--- config.mk ---
export PLATFORM = sky130hd
export DESIGN_NAME = hsv_to_rgb_converter_core
export DESIGN_NICKNAME = d
export VERILOG_FILES = /design/src/rtl/core/hsv2rgb_pkg.sv /design/src/rtl/core/hsv2rgb_sector.sv /design/src/rtl/core/hsv2rgb_term.sv /design/src/rtl/core/hsv_to_rgb_converter_core.sv
export SDC_FILE = /design/constraint.sdc
export NUM_CORES = 2
export LEC_CHECK = 0
export BUFFER_PORTS_ARGS = -buffer_cell sky130_fd_sc_hd__buf_2
export CELL_PAD_IN_SITES_DETAIL_PLACEMENT = 1
export CELL_PAD_IN_SITES_GLOBAL_PLACEMENT = 1
export CORE_MARGIN = 1
export CORE_UTILIZATION = 42
export DETAILED_ROUTE_END_ITERATION = 8
export PLACE_DENSITY = 0.74
export SYNTH_ARGS = -nofsm -noshare
export SYNTH_HDL_FRONTEND = slang
export SYNTH_SLANG_ARGS = --single-unit
--- constraint.sdc ---
create_clock -name i_clk -period 9.1 [get_ports i_clk]
set_input_delay 0.455 -clock i_clk [delete_from_list [all_inputs] [get_ports i_clk]]
set_output_delay 0.455 -clock i_clk [all_outputs]
set_load 0.02 [all_outputs]
--- src/rtl/core/hsv2rgb_pkg.sv ---
// hsv2rgb_pkg: shared types, constants and helpers of the hsv to rgb converter
// no dependencies; used by every module of the block
package hsv2rgb_pkg;

    // field widths
    localparam int HUE_W   = 13;
    localparam int CHAN_W  = 8;
    localparam int SEC_W   = 3;
    localparam int FRAC_W  = 10;
    localparam int SPAN_W  = 18;
    localparam int NUM_W   = 26;
    localparam int SCALE_W = 20;
    localparam int RECIP_W = 21;

    // hue geometry, 1/16 degree units
    localparam logic [HUE_W-1:0] HUE_FULL    = 13'd5760;
    localparam logic [FRAC_W-1:0] HUE_SECTOR = 10'd960;
    localparam int NUM_SECTORS               = 6;

    // term denominator 255 * 960, split into 2^6 * 3825
    localparam logic [SPAN_W-1:0] TERM_DEN = 18'd244800;
    localparam int DEN_SHIFT               = 6;
    // ceil(2^32 / 3825), exact for every 20-bit dividend
    localparam logic [RECIP_W-1:0] RECIP   = 21'd1122868;
    localparam int RECIP_SHIFT             = 32;

    // sector codes
    localparam logic [SEC_W-1:0] SECT_R2Y = 3'd0;
    localparam logic [SEC_W-1:0] SECT_Y2G = 3'd1;
    localparam logic [SEC_W-1:0] SECT_G2C = 3'd2;
    localparam logic [SEC_W-1:0] SECT_C2B = 3'd3;
    localparam logic [SEC_W-1:0] SECT_B2M = 3'd4;
    localparam logic [SEC_W-1:0] SECT_M2R = 3'd5;

    typedef struct packed {
        logic [HUE_W-1:0]  hue;
        logic [CHAN_W-1:0] saturation;
        logic [CHAN_W-1:0] brightness;
    } t_hsv;

    typedef struct packed {
        logic [CHAN_W-1:0] red;
        logic [CHAN_W-1:0] green;
        logic [CHAN_W-1:0] blue;
    } t_rgb;

    // per-stage load enables of the term pipeline
    typedef struct packed {
        logic s2;
        logic s3;
        logic s4;
    } t_adv;

    // start of a sector on the hue axis
    function automatic logic [HUE_W-1:0] sector_base(input logic [SEC_W-1:0] sec);
        logic [HUE_W-1:0] base;
        case (sec)
            SECT_R2Y: base = 13'd0;
            SECT_Y2G: base = 13'd960;
            SECT_G2C: base = 13'd1920;
            SECT_C2B: base = 13'd2880;
            SECT_B2M: base = 13'd3840;
            SECT_M2R: base = 13'd4800;
            default:  base = 13'd0;
        endcase
        return base;
    endfunction

endpackage

--- src/rtl/core/hsv2rgb_sector.sv ---
// hsv2rgb_sector: first stage, folds the hue and splits it into sector and fraction
// depends on hsv2rgb_pkg
module hsv2rgb_sector (
    input  logic                              i_clk,
    input  logic                              i_en,
    input  hsv2rgb_pkg::t_hsv                 i_data,
    output logic [hsv2rgb_pkg::SEC_W-1:0]     o_sector,
    output logic [hsv2rgb_pkg::FRAC_W-1:0]    o_frac,
    output logic [hsv2rgb_pkg::CHAN_W-1:0]    o_sat,
    output logic [hsv2rgb_pkg::CHAN_W-1:0]    o_val
);

    logic [hsv2rgb_pkg::HUE_W-1:0]  hue_fold;
    logic [hsv2rgb_pkg::SEC_W-1:0]  sec;
    logic [hsv2rgb_pkg::HUE_W-1:0]  rem;

    logic [hsv2rgb_pkg::SEC_W-1:0]  r_sector;
    logic [hsv2rgb_pkg::FRAC_W-1:0] r_frac;
    logic [hsv2rgb_pkg::CHAN_W-1:0] r_sat;
    logic [hsv2rgb_pkg::CHAN_W-1:0] r_val;

    // full circle and above wrap back by one turn
    always_comb begin
        if (i_data.hue >= hsv2rgb_pkg::HUE_FULL) begin
            hue_fold = i_data.hue - hsv2rgb_pkg::HUE_FULL;
        end else begin
            hue_fold = i_data.hue;
        end
    end

    // sector by independent threshold compares, fraction from the sector base
    always_comb begin
        sec = hsv2rgb_pkg::SECT_R2Y;
        for (int k = 1; k < hsv2rgb_pkg::NUM_SECTORS; k++) begin
            if (hue_fold >= hsv2rgb_pkg::sector_base(hsv2rgb_pkg::SEC_W'(k))) begin
                sec = hsv2rgb_pkg::SEC_W'(k);
            end
        end
        rem = hue_fold - hsv2rgb_pkg::sector_base(sec);
    end

    // stage 1 payload
    always_ff @(posedge i_clk) begin
        if (i_en) begin
            r_sector <= sec;
            r_frac   <= rem[hsv2rgb_pkg::FRAC_W-1:0];
            r_sat    <= i_data.saturation;
            r_val    <= i_data.brightness;
        end
    end

    assign o_sector = r_sector;
    assign o_frac   = r_frac;
    assign o_sat    = r_sat;
    assign o_val    = r_val;

endmodule

--- src/rtl/core/hsv2rgb_term.sv ---
// hsv2rgb_term: three-stage pipeline for one term v*(1 - s*g/(255*960)), truncated
// depends on hsv2rgb_pkg
module hsv2rgb_term (
    input  logic                              i_clk,
    input  hsv2rgb_pkg::t_adv                 i_adv,
    input  logic [hsv2rgb_pkg::CHAN_W-1:0]    i_sat,
    input  logic [hsv2rgb_pkg::CHAN_W-1:0]    i_val,
    input  logic [hsv2rgb_pkg::FRAC_W-1:0]    i_g,
    output logic [hsv2rgb_pkg::CHAN_W-1:0]    o_term
);

    logic [hsv2rgb_pkg::SPAN_W-1:0]             sg;
    logic [hsv2rgb_pkg::NUM_W-1:0]              num;
    logic [hsv2rgb_pkg::SCALE_W+hsv2rgb_pkg::RECIP_W-1:0] quot_full;

    logic [hsv2rgb_pkg::SPAN_W-1:0]  r_span;
    logic [hsv2rgb_pkg::CHAN_W-1:0]  r_val;
    logic [hsv2rgb_pkg::SCALE_W-1:0] r_scaled;
    logic [hsv2rgb_pkg::CHAN_W-1:0]  r_term;

    // stage 2: 255*960 - s*g, never negative
    assign sg = {{(hsv2rgb_pkg::SPAN_W-hsv2rgb_pkg::CHAN_W){1'b0}}, i_sat}
              * {{(hsv2rgb_pkg::SPAN_W-hsv2rgb_pkg::FRAC_W){1'b0}}, i_g};

    always_ff @(posedge i_clk) begin
        if (i_adv.s2) begin
            r_span <= hsv2rgb_pkg::TERM_DEN - sg;
            r_val  <= i_val;
        end
    end

    // stage 3: numerator v * span, shifted right by 6 for the 2^6 factor of the denominator
    assign num = {{(hsv2rgb_pkg::NUM_W-hsv2rgb_pkg::CHAN_W){1'b0}}, r_val}
               * {{(hsv2rgb_pkg::NUM_W-hsv2rgb_pkg::SPAN_W){1'b0}}, r_span};

    always_ff @(posedge i_clk) begin
        if (i_adv.s3) begin
            r_scaled <= num[hsv2rgb_pkg::NUM_W-1:hsv2rgb_pkg::DEN_SHIFT];
        end
    end

    // stage 4: divide by 3825 through the reciprocal, exact floor
    assign quot_full = {{hsv2rgb_pkg::RECIP_W{1'b0}}, r_scaled}
                     * {{hsv2rgb_pkg::SCALE_W{1'b0}}, hsv2rgb_pkg::RECIP};

    always_ff @(posedge i_clk) begin
        if (i_adv.s4) begin
            r_term <= quot_full[hsv2rgb_pkg::RECIP_SHIFT+hsv2rgb_pkg::CHAN_W-1:
                                hsv2rgb_pkg::RECIP_SHIFT];
        end
    end

    assign o_term = r_term;

endmodule

--- src/rtl/core/hsv_to_rgb_converter_core.sv ---
// hsv_to_rgb_converter_core: top level, pipeline control, term units and sector routing
// depends on hsv2rgb_pkg, hsv2rgb_sector, hsv2rgb_term
//
// usage
//   input channel: i_valid / o_ready with i_data (hue, saturation, brightness)
//   output channel: o_valid / i_ready with o_data (red, green, blue)
//   an item moves on a rising edge where valid and ready are both high
// timing
//   five register stages: sector split, s*g, v*span, reciprocal divide, routing
//   one item per cycle sustained while the receiver is ready, set by the three
//   chained multipliers each taking a stage of their own
// stall behavior
//   each stage holds its item while the next one is full and stalled; a stage
//   with no item still takes a new one, so bubbles close up under backpressure
//   o_ready depends on i_ready through the stage valid bits
// reset
//   synchronous active-low reset empties all stages; o_valid is low after it
//   zero saturation needs no special path: all three terms then equal brightness
module hsv_to_rgb_converter_core (
    input  logic               i_clk,
    input  logic               i_rst_n,
    input  logic               i_valid,
    output logic               o_ready,
    input  hsv2rgb_pkg::t_hsv  i_data,
    output logic               o_valid,
    input  logic               i_ready,
    output hsv2rgb_pkg::t_rgb  o_data
);

    logic r_vld1, r_vld2, r_vld3, r_vld4, r_vld5;
    logic rdy1, rdy2, rdy3, rdy4, rdy5;
    hsv2rgb_pkg::t_adv adv;
    logic ld1, ld5;

    logic [hsv2rgb_pkg::SEC_W-1:0]  sec1;
    logic [hsv2rgb_pkg::FRAC_W-1:0] frac1;
    logic [hsv2rgb_pkg::FRAC_W-1:0] frac1_inv;
    logic [hsv2rgb_pkg::CHAN_W-1:0] sat1;
    logic [hsv2rgb_pkg::CHAN_W-1:0] val1;

    logic [hsv2rgb_pkg::SEC_W-1:0]  r_sec2, r_sec3, r_sec4;
    logic [hsv2rgb_pkg::CHAN_W-1:0] r_val2, r_val3, r_val4;
    logic [hsv2rgb_pkg::CHAN_W-1:0] term_p, term_q, term_t;

    hsv2rgb_pkg::t_rgb n_out;
    hsv2rgb_pkg::t_rgb r_out;

    // a stage takes an item when empty or when its own item moves on
    assign rdy5 = !r_vld5 || i_ready;
    assign rdy4 = !r_vld4 || rdy5;
    assign rdy3 = !r_vld3 || rdy4;
    assign rdy2 = !r_vld2 || rdy3;
    assign rdy1 = !r_vld1 || rdy2;

    assign ld1    = rdy1 && i_valid;
    assign adv.s2 = rdy2 && r_vld1;
    assign adv.s3 = rdy3 && r_vld2;
    assign adv.s4 = rdy4 && r_vld3;
    assign ld5    = rdy5 && r_vld4;

    // valid bits travel with the data
    always_ff @(posedge i_clk) begin
        if (!i_rst_n) begin
            r_vld1 <= 1'b0;
            r_vld2 <= 1'b0;
            r_vld3 <= 1'b0;
            r_vld4 <= 1'b0;
            r_vld5 <= 1'b0;
        end else begin
            if (rdy1) r_vld1 <= i_valid;
            if (rdy2) r_vld2 <= r_vld1;
            if (rdy3) r_vld3 <= r_vld2;
            if (rdy4) r_vld4 <= r_vld3;
            if (rdy5) r_vld5 <= r_vld4;
        end
    end

    // stage 1: sector and fraction
    hsv2rgb_sector u_sector (
        .i_clk    (i_clk),
        .i_en     (ld1),
        .i_data   (i_data),
        .o_sector (sec1),
        .o_frac   (frac1),
        .o_sat    (sat1),
        .o_val    (val1)
    );

    assign frac1_inv = hsv2rgb_pkg::HUE_SECTOR - frac1;

    // stages 2 to 4: p uses g = 960, q uses the fraction, t its complement
    hsv2rgb_term u_term_p (
        .i_clk  (i_clk),
        .i_adv  (adv),
        .i_sat  (sat1),
        .i_val  (val1),
        .i_g    (hsv2rgb_pkg::HUE_SECTOR),
        .o_term (term_p)
    );

    hsv2rgb_term u_term_q (
        .i_clk  (i_clk),
        .i_adv  (adv),
        .i_sat  (sat1),
        .i_val  (val1),
        .i_g    (frac1),
        .o_term (term_q)
    );

    hsv2rgb_term u_term_t (
        .i_clk  (i_clk),
        .i_adv  (adv),
        .i_sat  (sat1),
        .i_val  (val1),
        .i_g    (frac1_inv),
        .o_term (term_t)
    );

    // sector and brightness follow the terms
    always_ff @(posedge i_clk) begin
        if (adv.s2) begin
            r_sec2 <= sec1;
            r_val2 <= val1;
        end
        if (adv.s3) begin
            r_sec3 <= r_sec2;
            r_val3 <= r_val2;
        end
        if (adv.s4) begin
            r_sec4 <= r_sec3;
            r_val4 <= r_val3;
        end
    end

    // stage 5: route terms to channels by sector
    always_comb begin
        case (r_sec4)
            hsv2rgb_pkg::SECT_R2Y: n_out = '{red: r_val4, green: term_t, blue: term_p};
            hsv2rgb_pkg::SECT_Y2G: n_out = '{red: term_q, green: r_val4, blue: term_p};
            hsv2rgb_pkg::SECT_G2C: n_out = '{red: term_p, green: r_val4, blue: term_t};
            hsv2rgb_pkg::SECT_C2B: n_out = '{red: term_p, green: term_q, blue: r_val4};
            hsv2rgb_pkg::SECT_B2M: n_out = '{red: term_t, green: term_p, blue: r_val4};
            hsv2rgb_pkg::SECT_M2R: n_out = '{red: r_val4, green: term_p, blue: term_q};
            default:               n_out = '{red: r_val4, green: term_p, blue: term_q};
        endcase
    end

    always_ff @(posedge i_clk) begin
        if (ld5) begin
            r_out <= n_out;
        end
    end

    assign o_ready = rdy1;
    assign o_valid = r_vld5;
    assign o_data  = r_out;

endmodule

# Yosys cells after proc, flatten, opt, wreduce, memory -nomap -nowiden
# Index checks and enable logic that the tools add are counted.
dict set report word_totals {
  regBits 229
  romBits 0
  elab_cells 81
  mem_count 0
  latchBits 0
  in_bits 33
  out_inout_bits 26
  mem_bits_rw 0
}
dict set report op_classes {
  mux 8
  n_bitwise 0
  shifts 0
  div_mod_pow 0
  add_sub_neg 6
  n_mul 9
  n_reduce_logical 16
  order_cmp 6
  eq_ne 9
}
# cell count
set op_table {}
lappend op_table {{24-bit one-hot mux with 5 select lines} 1}
lappend op_table {{20-bit by 19-bit multiplier with 38-bit output, second input constant} 3}
lappend op_table {{8-bit by 18-bit multiplier with 26-bit output} 3}
lappend op_table {{18-bit subtractor, first input constant} 3}
lappend op_table {{10-bit one-hot mux with 5 select lines} 1}
lappend op_table {{8-bit by 10-bit multiplier with 18-bit output} 2}
lappend op_table {{13-bit by 12-bit greater-or-equal comparator with 1-bit output, second input constant} 2}
lappend op_table {{13-bit greater-or-equal comparator, second input constant} 2}
lappend op_table {{13-bit by 10-bit greater-or-equal comparator with 1-bit output, second input constant} 1}
lappend op_table {{13-bit by 11-bit greater-or-equal comparator with 1-bit output, second input constant} 1}
lappend op_table {{13-bit two-way mux} 1}
lappend op_table {{13-bit subtractor, second input constant} 1}
lappend op_table {{3-bit by 2-bit equality test with 1-bit output, second input constant} 4}
lappend op_table {{8-bit by 4-bit multiplier with 12-bit output, second input constant} 1}
lappend op_table {{10-bit subtractor} 1}
lappend op_table {{10-bit subtractor, first input constant} 1}
lappend op_table {{3-bit equality test, second input constant} 3}
lappend op_table {{3-bit by 1-bit equality test with 1-bit output, second input constant} 2}
lappend op_table {{3-bit two-way mux} 2}
lappend op_table {{1-bit logical AND} 5}
lappend op_table {{1-bit zero test} 5}
lappend op_table {{1-bit logical OR} 5}
lappend op_table {{2-bit two-way mux} 2}
lappend op_table {{3-bit zero test} 1}
lappend op_table {{1-bit two-way mux} 1}

# Longest topological paths before layout
dict set report logic_depth {
  ltp_word 11
  ltp_mapped 24
  ltp_nobuf 23
}

# Cells and area by module
# A second synthesis with hierarchy kept.
dict set report unflattened {
  hier_cells 4551
  area_unflattened_um2 44879.3
}
# module cells_each instances area_per_inst_um2 seq_area_each_um2
set modules_own_cells {}
lappend modules_own_cells {{hsv2rgb_term (u_term_t)} 1453 1 13845.8 1621.6}
lappend modules_own_cells {{hsv2rgb_term (u_term_q)} 1385 1 13397.8 1621.6}
lappend modules_own_cells {{hsv2rgb_term (u_term_p)} 1380 1 13252.7 1621.6}
lappend modules_own_cells {hsv_to_rgb_converter_core 240 1 3016.6 1811.7}
lappend modules_own_cells {hsv2rgb_sector 93 1 1366.3 870.8}

# Worst setup path after synthesis
# No wires, ideal clock.
dict set report synth_path {
  path_type {reg2reg}
  from {reg r_vld5, in the netlist o_valid}
  to {reg r_sec2[0] (netlist name), enable pin}
  required_time_ns 8.537
  synth_period_minus_slack_ns 5.666
  stages_incl_launch_ff 5
  t_arrival_ns 5.103
  path_buffers 1
  setup_time_ns 0.563
  setup_slack_ns 3.434
  path_cell_list {dfxtp_1 -> nor2b_1 -> and3_1 -> clkbuf_1 -> a21boi_0}
}
# element line
set synth_rtl {}
lappend synth_rtl {{start: declaration} hsv_to_rgb_converter_core.sv:30} ;# logic r_vld1, r_vld2, r_vld3, r_vld4, r_vld5;
lappend synth_rtl {{start signal: assignment} hsv_to_rgb_converter_core.sv:74} ;# if (rdy5) r_vld5 <= r_vld4;
lappend synth_rtl {{end signal: assignment} hsv_to_rgb_converter_core.sv:122} ;# r_sec2 <= sec1;
lappend synth_rtl {{end: declaration} hsv_to_rgb_converter_core.sv:41} ;# logic [hsv2rgb_pkg::SEC_W-1:0] r_sec2, r_sec3, r_sec4;

# Final worst setup path
dict set report layout_path {
  from {reg u_sector.r_frac (netlist bit u_sector.o_frac[0])}
  to {reg u_term_t.r_span[17] (netlist name) (data pin)}
}
dict set report layout_between {
  elab_chain_len 3
}
# element line
set layout_rtl {}
lappend layout_rtl {{start: declaration} hsv2rgb_sector.sv:18} ;# logic [hsv2rgb_pkg::FRAC_W-1:0] r_frac;
lappend layout_rtl {{start signal: assignment} hsv2rgb_sector.sv:46} ;# r_frac <= rem[hsv2rgb_pkg::FRAC_W-1:0];
lappend layout_rtl {{10-bit subtractor} hsv_to_rgb_converter_core.sv:89} ;# assign frac1_inv = hsv2rgb_pkg::HUE_SECTOR - frac1;
lappend layout_rtl {{8-bit by 10-bit multiplier with 18-bit output} hsv2rgb_term.sv:23} ;# * {{(hsv2rgb_pkg::SPAN_W-hsv2rgb_pkg::FRAC_W){1'b0}}, i_g};
lappend layout_rtl {{18-bit subtractor} hsv2rgb_term.sv:27} ;# r_span <= hsv2rgb_pkg::TERM_DEN - sg;
lappend layout_rtl {{end signal: assignment} hsv2rgb_term.sv:27}
lappend layout_rtl {{end: declaration} hsv2rgb_term.sv:16} ;# logic [hsv2rgb_pkg::SPAN_W-1:0] r_span;
# No other way between the ends.
# A chain may end at the register's enable or synchronous reset.

==> key figures <==
STA
  • Fin. Hold Viols: 0
  • Fin crit share: 0.654
  • Tmin final: 5.96 ns
  • Setup_tns: 0 ns
  • Max Slew Vio Count: 0
  • Fmax achieved: 168 MHz
  • Worst Max-Slew Pin Slew: 1.02 ns
  • Max Clock Skew: 0.0272 ns
  • Endpoints failing setup: 0
  • Max_slew headroom: 0.320
  • RSZ-0062 raised after global routing: false

Logic synthesis
  • Ys flop type: edfxtp_1
  • Area leader, netlist: fa_1
  • Post-synth top cells: inv_1 (1042), ha_1 (726), fa_1 (568)
  • Mapped Area: 0.0394 mm²
  • Yosys warns: 0
  • Seq/Total Area, Yosys: 0.168
  • Async set-reset flop share out of synthesis: 0
  • Yosys cell types: 81
  • Mapped Nets: 5318
  • Area contributors post-synth: fa_1 (29%), ha_1 (23%), edfxtp_1 (17%), inv_1 (9.9%), and2_1 (4.8%)
  • Syn Area/Cell: 9.87 µm²
  • #FFs+latches synth: 222
  • Top-count cell post-synth: inv_1
  • EDFF count, synth: 217
  • Cell count after synthesis: 3991
  • Synth top area share: 0.289

Clocking
  • H-tree Lvls: 1
  • Worst skew pair latency: 0.61 ns
  • CTS clk-pin slew, worst paths: 0.06 ns
  • Resize count post-CTS: 0
  • # Post-CTS Setup Buffers: 0
  • CTS Hold Buffers Added: 8
  • Total CTS buffers: 31
  • Root Driver: clkbuf_16
  • Num Clock Sinks: 222
  • CTS tree: yes
  • Longest Clk Path Bufs: 3

Detailed routing
  • Final WL: 91400 µm
  • Top routing layer in use: met5
  • WL met2: 44200 µm
  • DRC violations left: 0
  • DRT antenna net count: 0
  • Pre-antenna DRT Iters: 5
  • Routed wl met3: 2540 µm
  • Initial DRC Count: 977
  • Met1 WL: 42600 µm
  • Via/cell ratio: 5.01
  • Wire per inst: 17.3 µm
  • Routed vias: 26500

Worst hold path
  • Worst Hold Class: input pin to flop

Critical path
  • Worst Setup Path Type: flop to flop
  • Crit. End Element: flop
  • Crit Reg-Reg Endpoint: u_term_t.r_span[17]$_DFFE_PP_
  • CP bufs+invs: 4
  • Startpoint Class: flop
  • Critical path cell sequence: inv_1 -> ha_1 -> nand2_1 -> xor2_1 -> and2_1 -> fa_1 -> inv_1 -> fa_1 -> inv_1 -> fa_1 -> fa_1 -> inv_1 -> ha_1 -> o21ai_0 -> a21boi_0 -> o21ai_0 -> a21boi_0 -> o21ai_0 -> a21oi_1 -> o41ai_2 -> nor2_1 -> a211o_1
  • CP max stage cell: edfxtp_1
  • Register-to-Register Setup Slack: 3.14 ns
  • Top Family by Delay on Critical Path: adder cells
  • Max incr delay on CP: 0.53 ns
  • Worst Setup EP: u_term_t.r_span[17]$_DFFE_PP_
  • R2r startpoint: u_sector.o_frac[0]$_DFFE_PP_
  • Worst EP required: 9.46 ns
  • CP arrival: 6.31 ns
  • Critical path origin: u_sector.o_frac[0]$_DFFE_PP_
  • Crit. path cell count: 22
  • Max FO, Critical Path: 8
  • R2R depth: 22

Die
  • Std-Cell Rows: 111
  • Die Area: 0.0951 mm²
  • Die Wd: 308 µm
  • I/O pin count: 59
  • Core box area: 0.0924 mm²
  • Die height: 308 µm
  • Initial Util: 0.427

Place
  • Routability congestion estimate: 0.830
  • Hpwl dp: 75000 µm
  • PortBufs: 58
  • Area after DPL: 0.0411 mm²

Layout
  • NumNets Final: 5353
  • Fin util: 0.459
  • Layout area overhead: 7.48%
  • Antenna Cells: 0
  • Design area: 0.0424 mm²
  • Share of layout cells above drive strength 1: 0.0442

Global routing
  • Number of antenna violations at the first check in global routing: 1
  • First-pass GRT wire length: 152000 µm
  • Pin count of the biggest net entering global routing: 72
  • Overflow after GRT: 0
  • GRT Total Usage: 0.200
  • Vias in the first global route: 30100

Outcome
  • Status: finished clean

Flow run
  • Max-cap violations: 0
-- layout make-up --
| class | count | area, µm² |
|---|---|---|
| well taps | 1243 | 1560 |
| inverters | 1042 | 3910 |
| clock buffers | 32 | 779 |
| fillers | 10400 | 50000 |
| flip-flops and latches | 222 | 6620 |
| repair buffers | 85 | 513 |
| multi-input cells | 2644 | 28600 |
| clock inverters | 25 | 365 |
-- metrics by stage --
step | instances | hold WS, ns | setup WS [ns]
6_report | 5293 | 0.0370 | 3.14
5_1_grt | 5293 | 0.0162 | 2.64
4_1_cts | 5293 | 0.000410 | 3.14
3_5_place_dp | 5228 | 0.406 | 3.20
3_3_place_gp | 5228 | 0.401 | 3.40
2_1_floorplan | 3991 | 0.400 | 3.43
-- cells by family after synthesis --
family / synth area share
adders and majority gates: 0.519
muxes: 0.00867
AOI/OAI and AO/OA: 0.0593
xor gates and xnor gates: 0.0279
buffers and inverters: 0.107
and+or+nand+nor: 0.110
DFF: 0.168
-- layer usage --
| metal | global-route usage | vias to the layer above |
|---|---|---|
| li1 | - | 12600 |
| met1 | 0.266 | 13500 |
| met2 | 0.349 | 343 |
| met3 | 0.0194 | 107 |
| met4 | 0.0451 | 2 |
| met5 | 0 | - |
-- flip-flops by register name, summed over array words and instances, names as in the netlist, 3 cells and up --
| register | cells |
|---|---|
| u_term_q.r_scaled | 20 |
| u_term_p.r_span | 12 |
| u_term_t.r_span | 18 |
| r_sec2 | 3 |
| u_term_t.o_term | 8 |
| u_term_q.r_val | 8 |
| u_term_q.o_term | 8 |
| r_sec3 | 3 |
| o_data | 24 |
| u_term_p.r_scaled | 20 |
| u_term_t.r_scaled | 20 |
| r_val4 | 8 |
| r_sec4 | 3 |
| u_sector.o_val | 8 |
| u_sector.o_frac | 10 |
| u_term_q.r_span | 17 |
| u_sector.o_sat | 8 |
| u_term_p.o_term | 8 |
| r_val3 | 8 |
| u_sector.o_sector | 3 |
-- worst min-delay path by stage --
stage | from | end | slack, ns | depth (start not counted)
2_1_floorplan | u_sector.o_sector[0]$_DFFE_PP_ | r_sec2[0]$_DFFE_PP_ | 0.40 | 0
3_3_place_gp | r_val3[3]$_DFFE_PP_ | r_val4[3]$_DFFE_PP_ | 0.40 | 0
3_5_place_dp | r_val3[0]$_DFFE_PP_ | r_val4[0]$_DFFE_PP_ | 0.41 | 0
4_1_cts | i_data[4] | u_sector.o_val[4]$_DFFE_PP_ | 0.0004 | 1
5_1_grt | i_data[14] | u_sector.o_sat[6]$_DFFE_PP_ | 0.02 | 1
6_report | i_data[4] | u_sector.o_val[4]$_DFFE_PP_ | 0.04 | 1
-- layout by cell type, fill, tap and decap left out, drive strengths merged, types with 9 or more instances in the layout --
cell,instances
a21oi,116
buf,77
mux2,9
nand4,15
nor2,126
a21boi,11
o21ai,65
xnor2,77
nor3,26
mux2i,24
ha,726
nand3,32
edfxtp,217
inv,1046
a211oi,10
fa,568
a21o,39
nand2,270
clkbuf,32
o21bai,9
o21a,18
clkinv,10
xor2,45
a221o,9
and2,305
nor2b,22
Power is left out: the tool's default activity adds up to more than one toggle a clock period on the data nets, which glitch-free logic cannot reach.
